### src/hdl/dc_pkg.sv
package dc_pkg;

    // Fixed field widths of the stream payloads
    localparam int NUMBER_WIDTH = 16;
    localparam int COUNT_WIDTH  = 8;

    // Largest divisor count the result field can carry; larger counts clamp here
    localparam logic [COUNT_WIDTH-1:0] COUNT_MAX = 8'd255;

endpackage

### src/hdl/dc_divider.sv
module dc_divider import dc_pkg::*;
#(
    parameter int WIDTH = 16
)
(
    input  logic             clk,
    input  logic             rst_n,
    input  logic             start,
    input  logic [WIDTH-1:0] dividend,
    input  logic [WIDTH-1:0] divisor,
    output logic             done,
    output logic [WIDTH-1:0] quotient,
    output logic [WIDTH-1:0] remainder
);

    localparam int CNT_WIDTH = $clog2(WIDTH + 1);

    logic                 busy_reg;
    logic                 done_reg;
    logic [CNT_WIDTH-1:0] cnt_reg;
    logic [WIDTH:0]       rem_reg;
    logic [WIDTH-1:0]     quot_reg;

    logic [WIDTH:0]       shifted;
    logic [WIDTH:0]       diff;
    logic                 fits;

    // One restoring step: bring down the next dividend bit, try a subtract
    assign shifted = {rem_reg[WIDTH-1:0], quot_reg[WIDTH-1]};
    assign diff    = shifted - {1'b0, divisor};
    assign fits    = ~diff[WIDTH];

    always_ff @(posedge clk or negedge rst_n)
    begin
        if (!rst_n)
        begin
            busy_reg <= 1'b0;
            done_reg <= 1'b0;
            cnt_reg  <= '0;
        end
        else
        begin
            done_reg <= 1'b0;
            if (start)
            begin
                busy_reg <= 1'b1;
                cnt_reg  <= CNT_WIDTH'(WIDTH - 1);
            end
            else if (busy_reg)
            begin
                if (cnt_reg == '0)
                begin
                    busy_reg <= 1'b0;
                    done_reg <= 1'b1;
                end
                else
                begin
                    cnt_reg <= cnt_reg - 1'b1;
                end
            end
        end
    end

    always_ff @(posedge clk)
    begin
        if (start)
        begin
            rem_reg  <= '0;
            quot_reg <= dividend;
        end
        else if (busy_reg)
        begin
            rem_reg  <= fits ? diff : shifted;
            quot_reg <= {quot_reg[WIDTH-2:0], fits};
        end
    end

    assign done      = done_reg;
    assign quotient  = quot_reg;
    assign remainder = rem_reg[WIDTH-1:0];

endmodule

### src/hdl/divisor_count.sv
// Divisor counter: each beat on the s_ side carries one unsigned number, and exactly one
// beat on the m_ side returns how many positive divisors it has (tuser bit 0 flags a zero
// input, which returns a count of zero). Only the low VALUE_BITS bits of the number are
// used, capped at the 16-bit field. The block runs trial division with a shared
// bit-serial restoring divider: every candidate divisor d with d*d <= m costs one
// W-bit division (W = effective width) plus a pass through the check and start states,
// and each time d divides the cofactor it costs one more division. A 16-bit prime near
// 65535 tries 254 divisors; an input of zero goes straight from idle to the finish
// state, and an input of one passes through a single check on the way.
// One number is in work at a time; s_tready is high only while the sequencer is free,
// and a finished result waits in the output register while the next number is taken.
module divisor_count import dc_pkg::*;
#(
    parameter int VALUE_BITS = 16
)
(
    input  logic                    clk,
    input  logic                    rst_n,
    input  logic                    s_tvalid,
    output logic                    s_tready,
    input  logic [NUMBER_WIDTH-1:0] s_tdata,   // [15:0] number
    output logic                    m_tvalid,
    input  logic                    m_tready,
    output logic [COUNT_WIDTH-1:0]  m_tdata,   // [7:0] divisor_count
    output logic [0:0]              m_tuser    // [0] bad_input
);

    // Effective working width: the parameter, but never more than the input field
    localparam int W       = (VALUE_BITS < NUMBER_WIDTH) ? VALUE_BITS : NUMBER_WIDTH;
    // Exponent plus one reaches at most W
    localparam int E_WIDTH = $clog2(W + 2);
    localparam int P_WIDTH = COUNT_WIDTH + E_WIDTH;

    typedef enum logic [2:0] {
        ST_IDLE,
        ST_CHECK,
        ST_DIV_START,
        ST_DIV_WAIT,
        ST_FINISH
    } state_t;

    state_t                 state_reg;
    logic [W-1:0]           m_reg;      // cofactor still to be split
    logic [W-1:0]           d_reg;      // current trial divisor
    logic [W:0]             dsq_reg;    // d_reg squared, kept by increments
    logic [E_WIDTH-1:0]     e_reg;      // exponent of d_reg plus one
    logic [COUNT_WIDTH-1:0] total_reg;  // running product, clamped
    logic                   bad_reg;
    logic                   out_valid_reg;
    logic [COUNT_WIDTH-1:0] out_count_reg;
    logic                   out_bad_reg;

    logic                   accept;
    logic                   div_start;
    logic                   div_done;
    logic [W-1:0]           div_quot;
    logic [W-1:0]           div_rem;
    logic [E_WIDTH-1:0]     mul_factor;
    logic [P_WIDTH-1:0]     product;
    logic [COUNT_WIDTH-1:0] total_sat;
    logic                   loop_go;

    assign accept    = s_tvalid && s_tready;
    assign div_start = (state_reg == ST_DIV_START);
    assign loop_go   = (dsq_reg <= {1'b0, m_reg});

    // Multiply the running count by the exponent term; at loop end the leftover
    // cofactor above one is a single prime and doubles the count
    always_comb
    begin
        if (state_reg == ST_CHECK)
            mul_factor = (m_reg > W'(1)) ? E_WIDTH'(2) : E_WIDTH'(1);
        else
            mul_factor = e_reg;
        product = P_WIDTH'(total_reg) * P_WIDTH'(mul_factor);
        if (product > P_WIDTH'(COUNT_MAX))
            total_sat = COUNT_MAX;
        else
            total_sat = product[COUNT_WIDTH-1:0];
    end

    dc_divider #(
        .WIDTH (W)
    ) u_divider (
        .clk       (clk),
        .rst_n     (rst_n),
        .start     (div_start),
        .dividend  (m_reg),
        .divisor   (d_reg),
        .done      (div_done),
        .quotient  (div_quot),
        .remainder (div_rem)
    );

    always_ff @(posedge clk or negedge rst_n)
    begin
        if (!rst_n)
        begin
            state_reg     <= ST_IDLE;
            out_valid_reg <= 1'b0;
        end
        else
        begin
            // Load a finished result, or drop the held one once downstream takes it
            if (state_reg == ST_FINISH && (!out_valid_reg || m_tready))
                out_valid_reg <= 1'b1;
            else if (out_valid_reg && m_tready)
                out_valid_reg <= 1'b0;

            case (state_reg)
                ST_IDLE:
                begin
                    if (accept)
                        state_reg <= (s_tdata[W-1:0] == '0) ? ST_FINISH : ST_CHECK;
                end
                ST_CHECK:
                begin
                    state_reg <= loop_go ? ST_DIV_START : ST_FINISH;
                end
                ST_DIV_START:
                begin
                    state_reg <= ST_DIV_WAIT;
                end
                ST_DIV_WAIT:
                begin
                    if (div_done)
                        state_reg <= (div_rem == '0) ? ST_DIV_START : ST_CHECK;
                end
                ST_FINISH:
                begin
                    // Hold until the output register is free
                    if (!out_valid_reg || m_tready)
                        state_reg <= ST_IDLE;
                end
                default:
                begin
                    state_reg <= ST_IDLE;
                end
            endcase
        end
    end

    // Datapath registers follow the sequencer; no reset needed
    always_ff @(posedge clk)
    begin
        case (state_reg)
            ST_IDLE:
            begin
                if (accept)
                begin
                    m_reg     <= s_tdata[W-1:0];
                    d_reg     <= W'(2);
                    dsq_reg   <= (W + 1)'(4);
                    e_reg     <= E_WIDTH'(1);
                    total_reg <= (s_tdata[W-1:0] == '0) ? '0 : COUNT_WIDTH'(1);
                    bad_reg   <= (s_tdata[W-1:0] == '0);
                end
            end
            ST_CHECK:
            begin
                if (!loop_go)
                    total_reg <= total_sat;
            end
            ST_DIV_WAIT:
            begin
                if (div_done)
                begin
                    if (div_rem == '0)
                    begin
                        m_reg <= div_quot;
                        e_reg <= e_reg + 1'b1;
                    end
                    else
                    begin
                        // Advance to the next trial divisor: (d+1)^2 = d^2 + 2d + 1
                        total_reg <= total_sat;
                        e_reg     <= E_WIDTH'(1);
                        d_reg     <= d_reg + 1'b1;
                        dsq_reg   <= dsq_reg + {d_reg, 1'b1};
                    end
                end
            end
            ST_FINISH:
            begin
                if (!out_valid_reg || m_tready)
                begin
                    out_count_reg <= total_reg;
                    out_bad_reg   <= bad_reg;
                end
            end
            default:
            begin
            end
        endcase
    end

    assign s_tready   = (state_reg == ST_IDLE);
    assign m_tvalid   = out_valid_reg;
    assign m_tdata    = out_count_reg;
    assign m_tuser[0] = out_bad_reg;

    a_bad_is_zero: assert property (@(posedge clk) disable iff (!rst_n)
        (m_tvalid && m_tuser[0]) |-> (m_tdata == '0))
        else $error("flagged result carries a nonzero count");

    a_good_nonzero: assert property (@(posedge clk) disable iff (!rst_n)
        (m_tvalid && !m_tuser[0]) |-> (m_tdata != '0))
        else $error("valid input produced a zero count");

    a_done_awaited: assert property (@(posedge clk) disable iff (!rst_n)
        div_done |-> (state_reg == ST_DIV_WAIT))
        else $error("divider finished while not awaited");

    a_busy_after_accept: assert property (@(posedge clk) disable iff (!rst_n)
        accept |=> !s_tready)
        else $error("input taken again before the number was worked");

endmodule

### config.mk
export PLATFORM = sky130hd
export DESIGN_NAME = divisor_count
export DESIGN_NICKNAME = d
export VERILOG_FILES = /design/src/hdl/dc_pkg.sv /design/src/hdl/dc_divider.sv /design/src/hdl/divisor_count.sv
export SDC_FILE = /design/constraint.sdc
export NUM_CORES = 1
export LEC_CHECK = 0
export ABC_AREA = 1
export BUFFER_PORTS_ARGS = -buffer_cell sky130_fd_sc_hd__buf_4
export CORE_ASPECT_RATIO = 1.2
export CORE_MARGIN = 4
export CORE_UTILIZATION = 35
export CTS_CLUSTER_SIZE = 40
export DETAILED_ROUTE_END_ITERATION = 7
export SETUP_SLACK_MARGIN = 0.15
export SLEW_MARGIN = 25
export SYNTH_ARGS = -nofsm -noshare
export SYNTH_HDL_FRONTEND = slang
export SYNTH_SLANG_ARGS = --single-unit
### constraint.sdc
create_clock -name clk -period 3.9 [get_ports clk]
set_input_delay 1.17 -clock clk [delete_from_list [all_inputs] [get_ports clk]]
set_output_delay 1.17 -clock clk [all_outputs]
set_load 0.02 [all_outputs]
==> results of run 1 <==
## repair_timing
item                                    in CTS  in global routing
endpoints found under the hold margin        0                  0
hold buffers                                 0                  0
resized for setup                           17                 10
cloned                                       0                  0
pin swaps                                   14                  6
endpoints found under the setup margin       8                  8
setup buffers                                8                  1
## layout make-up
class                      instances  area (um^2)
clock buffer                      18          429
fill                            2508        14700
sequential                       115         3240
inverter                         216          811
multi-input combinational        848         5050
timing repair buffer              73          568
tap                              330          413
clock inverter                    14          139
## per-layer routing
layer	up-vias	wire length, um
met2	151	10800
li1	4002	-
met5	-	0
met3	27	811
met4	0	359
met1	3493	9710
## cells in the mapped netlist (2+ instances only)
library cell | instances | share of area, %
nor4_1 | 5 | 0.35
nand2_1 | 356 | 15
a21oi_2 | 2 | 0.19
nor3_1 | 14 | 0.78
nor2_1 | 89 | 3.7
buf_4 | 2 | 0.17
inv_1 | 212 | 8.8
nand3_2 | 12 | 1.3
dfrtp_1 | 11 | 3.1
o21a_1 | 4 | 0.33
edfxtp_1 | 88 | 29
nand2_2 | 3 | 0.21
o21ai_0 | 45 | 2.5
nand3_1 | 88 | 4.9
o31ai_1 | 2 | 0.17
o21bai_1 | 3 | 0.25
fa_1 | 20 | 4.5
or2_2 | 4 | 0.28
inv_2 | 3 | 0.13
nand2_4 | 14 | 1.8
clkbuf_1 | 6 | 0.25
ha_1 | 72 | 10
buf_2 | 5 | 0.28
xnor2_1 | 10 | 0.97
nand3b_1 | 5 | 0.42
xor2_1 | 5 | 0.49
nand4_1 | 14 | 0.97
nor2_2 | 3 | 0.21
dfxtp_1 | 16 | 3.6
and2_1 | 6 | 0.42
a21o_1 | 2 | 0.17
a21oi_1 | 61 | 3.4
## path summary, 6_finish.rpt
kind | depth (start not counted) | to | slack (ps)
max in group asynchronous | 1 | u_divider.cnt_reg[3] | 3150
min in group asynchronous | 1 | state_reg[2] | 590
worst min register to register | 0 | m_tuser | 420
worst max register to register | 21 | total_reg[0] | -100
worst max-delay path | 21 | total_reg[0] | -100
worst min-delay path | 0 | m_tuser | 420
## cell families (layout without fill, tap and decap cells)
group	count (synthesis)	in the layout	synth area share (%)
adder cells (fa/ha/maj)	92	92	14.5
AND/OR/NAND/NOR	618	618	30.8
buffers and inverters	231	321	9.97
flip-flops	115	115	36.0
AO/OA/AOI/OAI	123	123	7.32
XOR/XNOR	15	15	1.46
## layout by cell type, fill, tap and decap left out, types with 11 or more instances in the layout
master and n:
nand2_4 19, nand2_1 345, nand3_2 18, nand3_1 82, dfxtp_1 16, inv_2 12, nor2_1 79, nor3_1 14
dfrtp_1 11, nand4_1 14, buf_4 72, a21oi_1 60, clkbuf_16 17, fa_1 19, inv_1 203, o21ai_0 45
edfxtp_1 88, ha_1 68
## metrics by stage
step / instances / setup TNS, ps / worst slack, ps / util [%]
2_1_floorplan: 1194 / 0 / 95.0 / -
3_3_place_gp: 1572 / -127 / -23.2 / 39.0
6_report: 1614 / -541 / -95.9 / 41.9
5_1_grt: 1614 / -2420 / -342 / 41.9
3_5_place_dp: 1573 / -600 / -84.5 / 39.1
4_1_cts: 1613 / -195 / -45.0 / 41.8
## critical path, cell delays in order (launching register included)
cell and delay (ps):
dfrtp_1 380, inv_2 80, nor2_4 50, nand2_4 110, nand2_4 80, nor2_1 170, fa_1 480, fa_1 520
inv_1 60, fa_1 500, inv_2 50, ha_4 230, nand2_1 120, inv_1 50, a21oi_1 180, nand2_1 80
nand2_1 70, nand3_2 90, nor2_4 230, nand3_2 110, nand2_2 80, inv_2 30
==> results.sh, run 1 <==
export IMPL_antenna_found_initial=0
export IMPL_grt_max_degree=38
export IMPL_synth_edff_count=88
export IMPL_largest_register_ffs=17
export IMPL_root_buffer="clkbuf_16"
export IMPL_clk_latency_ps=410
export IMPL_drt_wl_total_um=21700
export IMPL_busiest_layer="met2"
export IMPL_use_met2_pct=28.2
export IMPL_report_final_setup_viol=8
export IMPL_dpl_cell_area_mm2=0.00994
export IMPL_numCtsBuffers=17
export IMPL_avgRoutedWirePerCell_um=13.5
export IMPL_tightest_slew_ps=716
export IMPL_drive_gt1_share_pct=14.7
export IMPL_place_gp_congestion=0.918
export IMPL_worstPathMaxFanout=8
export IMPL_avgSynthCellArea_um2=7.53
export IMPL_maxCapViolCount=0
export IMPL_yosysUniqueCellTypes=44
export IMPL_startpoint="state_reg[0]"
export IMPL_die_height_um=184
export IMPL_clock_path_buffers=2
export IMPL_hold_ws_ps=425
export IMPL_die_w_um=154
export IMPL_synth_seq_area_share_pct=36.0
export IMPL_start_util_pct=35.4
export IMPL_synth_warnings=0
export IMPL_end_kind="flip-flop"
export IMPL_rsz0062_at_grt="yes"
export IMPL_worstPathArrival_ps=4170
export IMPL_path_class="flip-flop to flip-flop"
export IMPL_clock_fmax_mhz=250
export IMPL_grt_pass1_wl_um=36600
export IMPL_slew_violations=0
export IMPL_grt_use_total_pct=15.7
export IMPL_drcViolationCount=0
export IMPL_hp_start="bad_reg"
export IMPL_htreeDepth=4
export IMPL_min_path_type="flip-flop to flip-flop"
export IMPL_antenna_cells=0
export IMPL_met1_usage_pct=19.8
export IMPL_dieArea_mm2=0.0283
export IMPL_reg2reg_from="state_reg[0]"
export IMPL_grt_pass1_vias=7555
export IMPL_setup_ws_ps=-95.9
export IMPL_fin_area_mm2=0.0106
export IMPL_ant_nets=0
export IMPL_period_share_pct=102
export IMPL_synth_nets=1306
export IMPL_grt_overflow_total=0
export IMPL_use_met3_pct=2.40
export IMPL_start_kind="flip-flop"
export IMPL_slew_headroom_pct=52.1
export IMPL_synthCells=1194
export IMPL_hold_viol=0
export IMPL_routed_via_density=4.75
export IMPL_vias=7673
export IMPL_boundaryPins=31
export IMPL_min_period_ps=4000
export IMPL_ys_flop_type="edfxtp_1"
export IMPL_area_growth_pct=18.4
export IMPL_drt_iter0_drc=422
export IMPL_violations="setup timing"
export IMPL_final_setup_skew_ps=10.0
export IMPL_synthesis_area_mm2=0.00899
export IMPL_firstDrtPassIters=5
export IMPL_cp_required_ps=4080
export IMPL_path_clk_slew_ps=60
export IMPL_core_rowCount=64
export IMPL_core_area_mm2=0.0254
export IMPL_clock_sinks=115
export IMPL_dp_hpwl_um=16900
export IMPL_synth_seq_cells=115
export IMPL_numPortBuffers=30
export IMPL_synthArstFlopShare_pct=9.57
export IMPL_cts_tree="built"
export IMPL_final_nets=1383
export IMPL_status="finished, violations left"
Power of run 1 is left out: the tool's default activity adds up to more than one toggle a clock period on the data nets, which glitch-free logic cannot reach.
==> run 2, diff against run 1 <==
==> constraint.sdc (replaced) <==
create_clock -name clk -period 3.4 [get_ports clk]
set_input_delay 1.02 -clock clk [delete_from_list [all_inputs] [get_ports clk]]
set_output_delay 1.02 -clock clk [all_outputs]
set_load 0.02 [all_outputs]
==> run 2 against run 1 <==
The flow still finishes with violations (setup timing). Critical endpoint is now total_reg[6]. Clock skew fell by 2.1 ps. Final cell count increased by 4.4%. Largest cell class unchanged. Sequential share of layout area fell by 2.3 points. Critical path depth is 1 higher. First-iteration DRC count rose by 17%.
==> results.sh, run 2 (synthesized netlist as in run 1, its figures left out) <==
export IMPL_status="finished, violations left"
export IMPL_violations="setup timing"
export IMPL_grt_overflow_total=0
export IMPL_fillers=2455
export IMPL_critPathMaxStageDelay_ps=520
export IMPL_die_w_um=154
export IMPL_final_nets=1455
export IMPL_grt_pass1_vias=7879
export IMPL_start_kind="flip-flop"
export IMPL_core_rowCount=64
export IMPL_grt_use_total_pct=16.4
export IMPL_dieArea_mm2=0.0283
export IMPL_clock_sinks=115
export IMPL_cp_slowest_cell="fa_1"
export IMPL_period_share_pct=116
export IMPL_crit_path_frequent_cell="nand2_1"
export IMPL_routed_via_density=4.81
export IMPL_dpl_cell_count=1609
export IMPL_dp_hpwl_um=17400
export IMPL_vias=8097
export IMPL_regArea_mm2=0.00324
export IMPL_maxCapViolCount=0
export IMPL_area_growth_pct=28.2
export IMPL_place_gp_congestion=0.885
export IMPL_rsz0062_at_grt="yes"
export IMPL_drcViolationCount=0
export IMPL_use_met2_pct=28.9
export IMPL_grt_pass1_wl_um=37900
export IMPL_busiest_layer="met2"
export IMPL_final_cell_mix="nand2_1 (330), inv_1 (198), buf_4 (123)"
export IMPL_core_area_mm2=0.0254
export IMPL_slew_violations=0
export IMPL_drt_wl_total_um=24000
export IMPL_min_period_ps=3960
export IMPL_tightest_slew_ps=718
export IMPL_clk_latency_ps=420
export IMPL_largest_register_ffs=17
export IMPL_antenna_found_initial=1
export IMPL_path_clk_slew_ps=60
export IMPL_min_path_type="flip-flop to flip-flop"
export IMPL_slew_headroom_pct=51.9
export IMPL_grt_max_degree=34
export IMPL_numPortBuffers=30
export IMPL_use_met3_pct=2.59
export IMPL_path_class="flip-flop to flip-flop"
export IMPL_start_util_pct=35.4
export IMPL_final_setup_skew_ps=7.95
export IMPL_die_height_um=184
export IMPL_layout_commonest_cell="nand2_1"
export IMPL_path_cells="nor2_4 > nand2_4 > nand2_4 > nor2_2 > fa_1 > fa_1 > inv_1 > fa_1 > inv_2 > ha_4 > nand2_2 > nor2_2 > nand2_1 > nand3_1 > nand2_1 > nand2_1 > nand3_2 > nor2_4 > buf_12 > nand3_2 > nand2_1 > inv_1"
export IMPL_boundaryPins=31
export IMPL_worstPathArrival_ps=4140
export IMPL_met1_usage_pct=20.7
export IMPL_drive_gt1_share_pct=22.3
export IMPL_clock_fmax_mhz=253
export IMPL_cp_required_ps=3580
export IMPL_clock_path_buffers=2
export IMPL_multi_input_area_mm2=0.00522
export IMPL_finalNonFillerCells=1685
export IMPL_setup_ws_ps=-560
export IMPL_drt_iter0_drc=493
export IMPL_numCtsBuffers=17
export IMPL_report_final_setup_viol=57
export IMPL_htreeDepth=4
export IMPL_firstDrtPassIters=5
export IMPL_ant_nets=0
export IMPL_worstPathMaxFanout=8
export IMPL_end_kind="flip-flop"
export IMPL_root_buffer="clkbuf_16"
export IMPL_cts_tree="built"
export IMPL_avgRoutedWirePerCell_um=14.2
export IMPL_hold_viol=0
-- run 2: cell types whose count changed in the layout (fill, tap and decap cells not counted), sizes merged --
cell      previous run  this run
buf                 73       139
clkbuf              18        22
clkinv               8        10
clkinvlp             4         2
diode                0         1
-- run 2: layout make-up --
type | count | share of cell area (%)
repair buffers | 143 | 10.9
clock buffers | 18 | 3.72
multi-input cells | 848 | 45.3
clock inverters | 12 | 1.02
diodes | 1 | 0.0217
repair inverters | 2 | 0.152
flip-flops and latches | 115 | 28.1
well taps | 330 | 3.58
inverters | 216 | 7.22
-- run 2: metal layers --
metal	routed length, um	part of all wire (%)
met3	913	3.8
met4	609	2.5
met5	0	0
met2	11700	49
met1	10800	45
-- run 2: path summary, 6_finish.rpt --
check                             startpoint                    to  slack [ps]  cells after the start
worst max-delay path            state_reg[2]          total_reg[6]        -560                     22
max in group asynchronous              rst_n  u_divider.cnt_reg[1]        2800                      1
min in group asynchronous              rst_n  u_divider.cnt_reg[2]         430                      1
worst min-delay path                 bad_reg               m_tuser         420                      0
worst min register to register       bad_reg               m_tuser         420                      0
worst max register to register  state_reg[2]          total_reg[6]        -560                     22
-- run 2: repair_timing --
| item | CTS | global route |
|---|---|---|
| endpoints found under the hold margin | 0 | 0 |
| setup endpoints to repair | 8 | 65 |
| hold buffers | 0 | 0 |
| buffers inserted | 20 | 18 |
| gates resized for setup | 23 | 90 |
| pin swaps | 9 | 17 |
| cloned | 0 | 7 |
-- run 2: critical path: cells and delay by family (launching register included) --
family / cells / cell delay, ps
adder cells (fa/ha/maj): 4 / 1800
buffers and inverters: 4 / 280
flip-flops: 1 / 400
AND/OR/NAND/NOR: 14 / 1220
-- run 2: stage by stage --
stage | util (%) | area, um^2 | setup TNS (ps) | hold WS [ps] | setup WS (ps)
final | 45.4 | 11500 | -8000 | 420 | -560
after global routing | 45.4 | 11500 | -14330 | 429 | -759
after CTS | 43.3 | 11000 | -5230 | 421 | -497
after detailed placement | 40.1 | 10200 | -4480 | 408 | -572
after global placement | 40.1 | 10200 | -4270 | 410 | -538
after floorplan | - | 9100 | -3220 | 400 | -405
Power of run 2 is left out for the same reason.
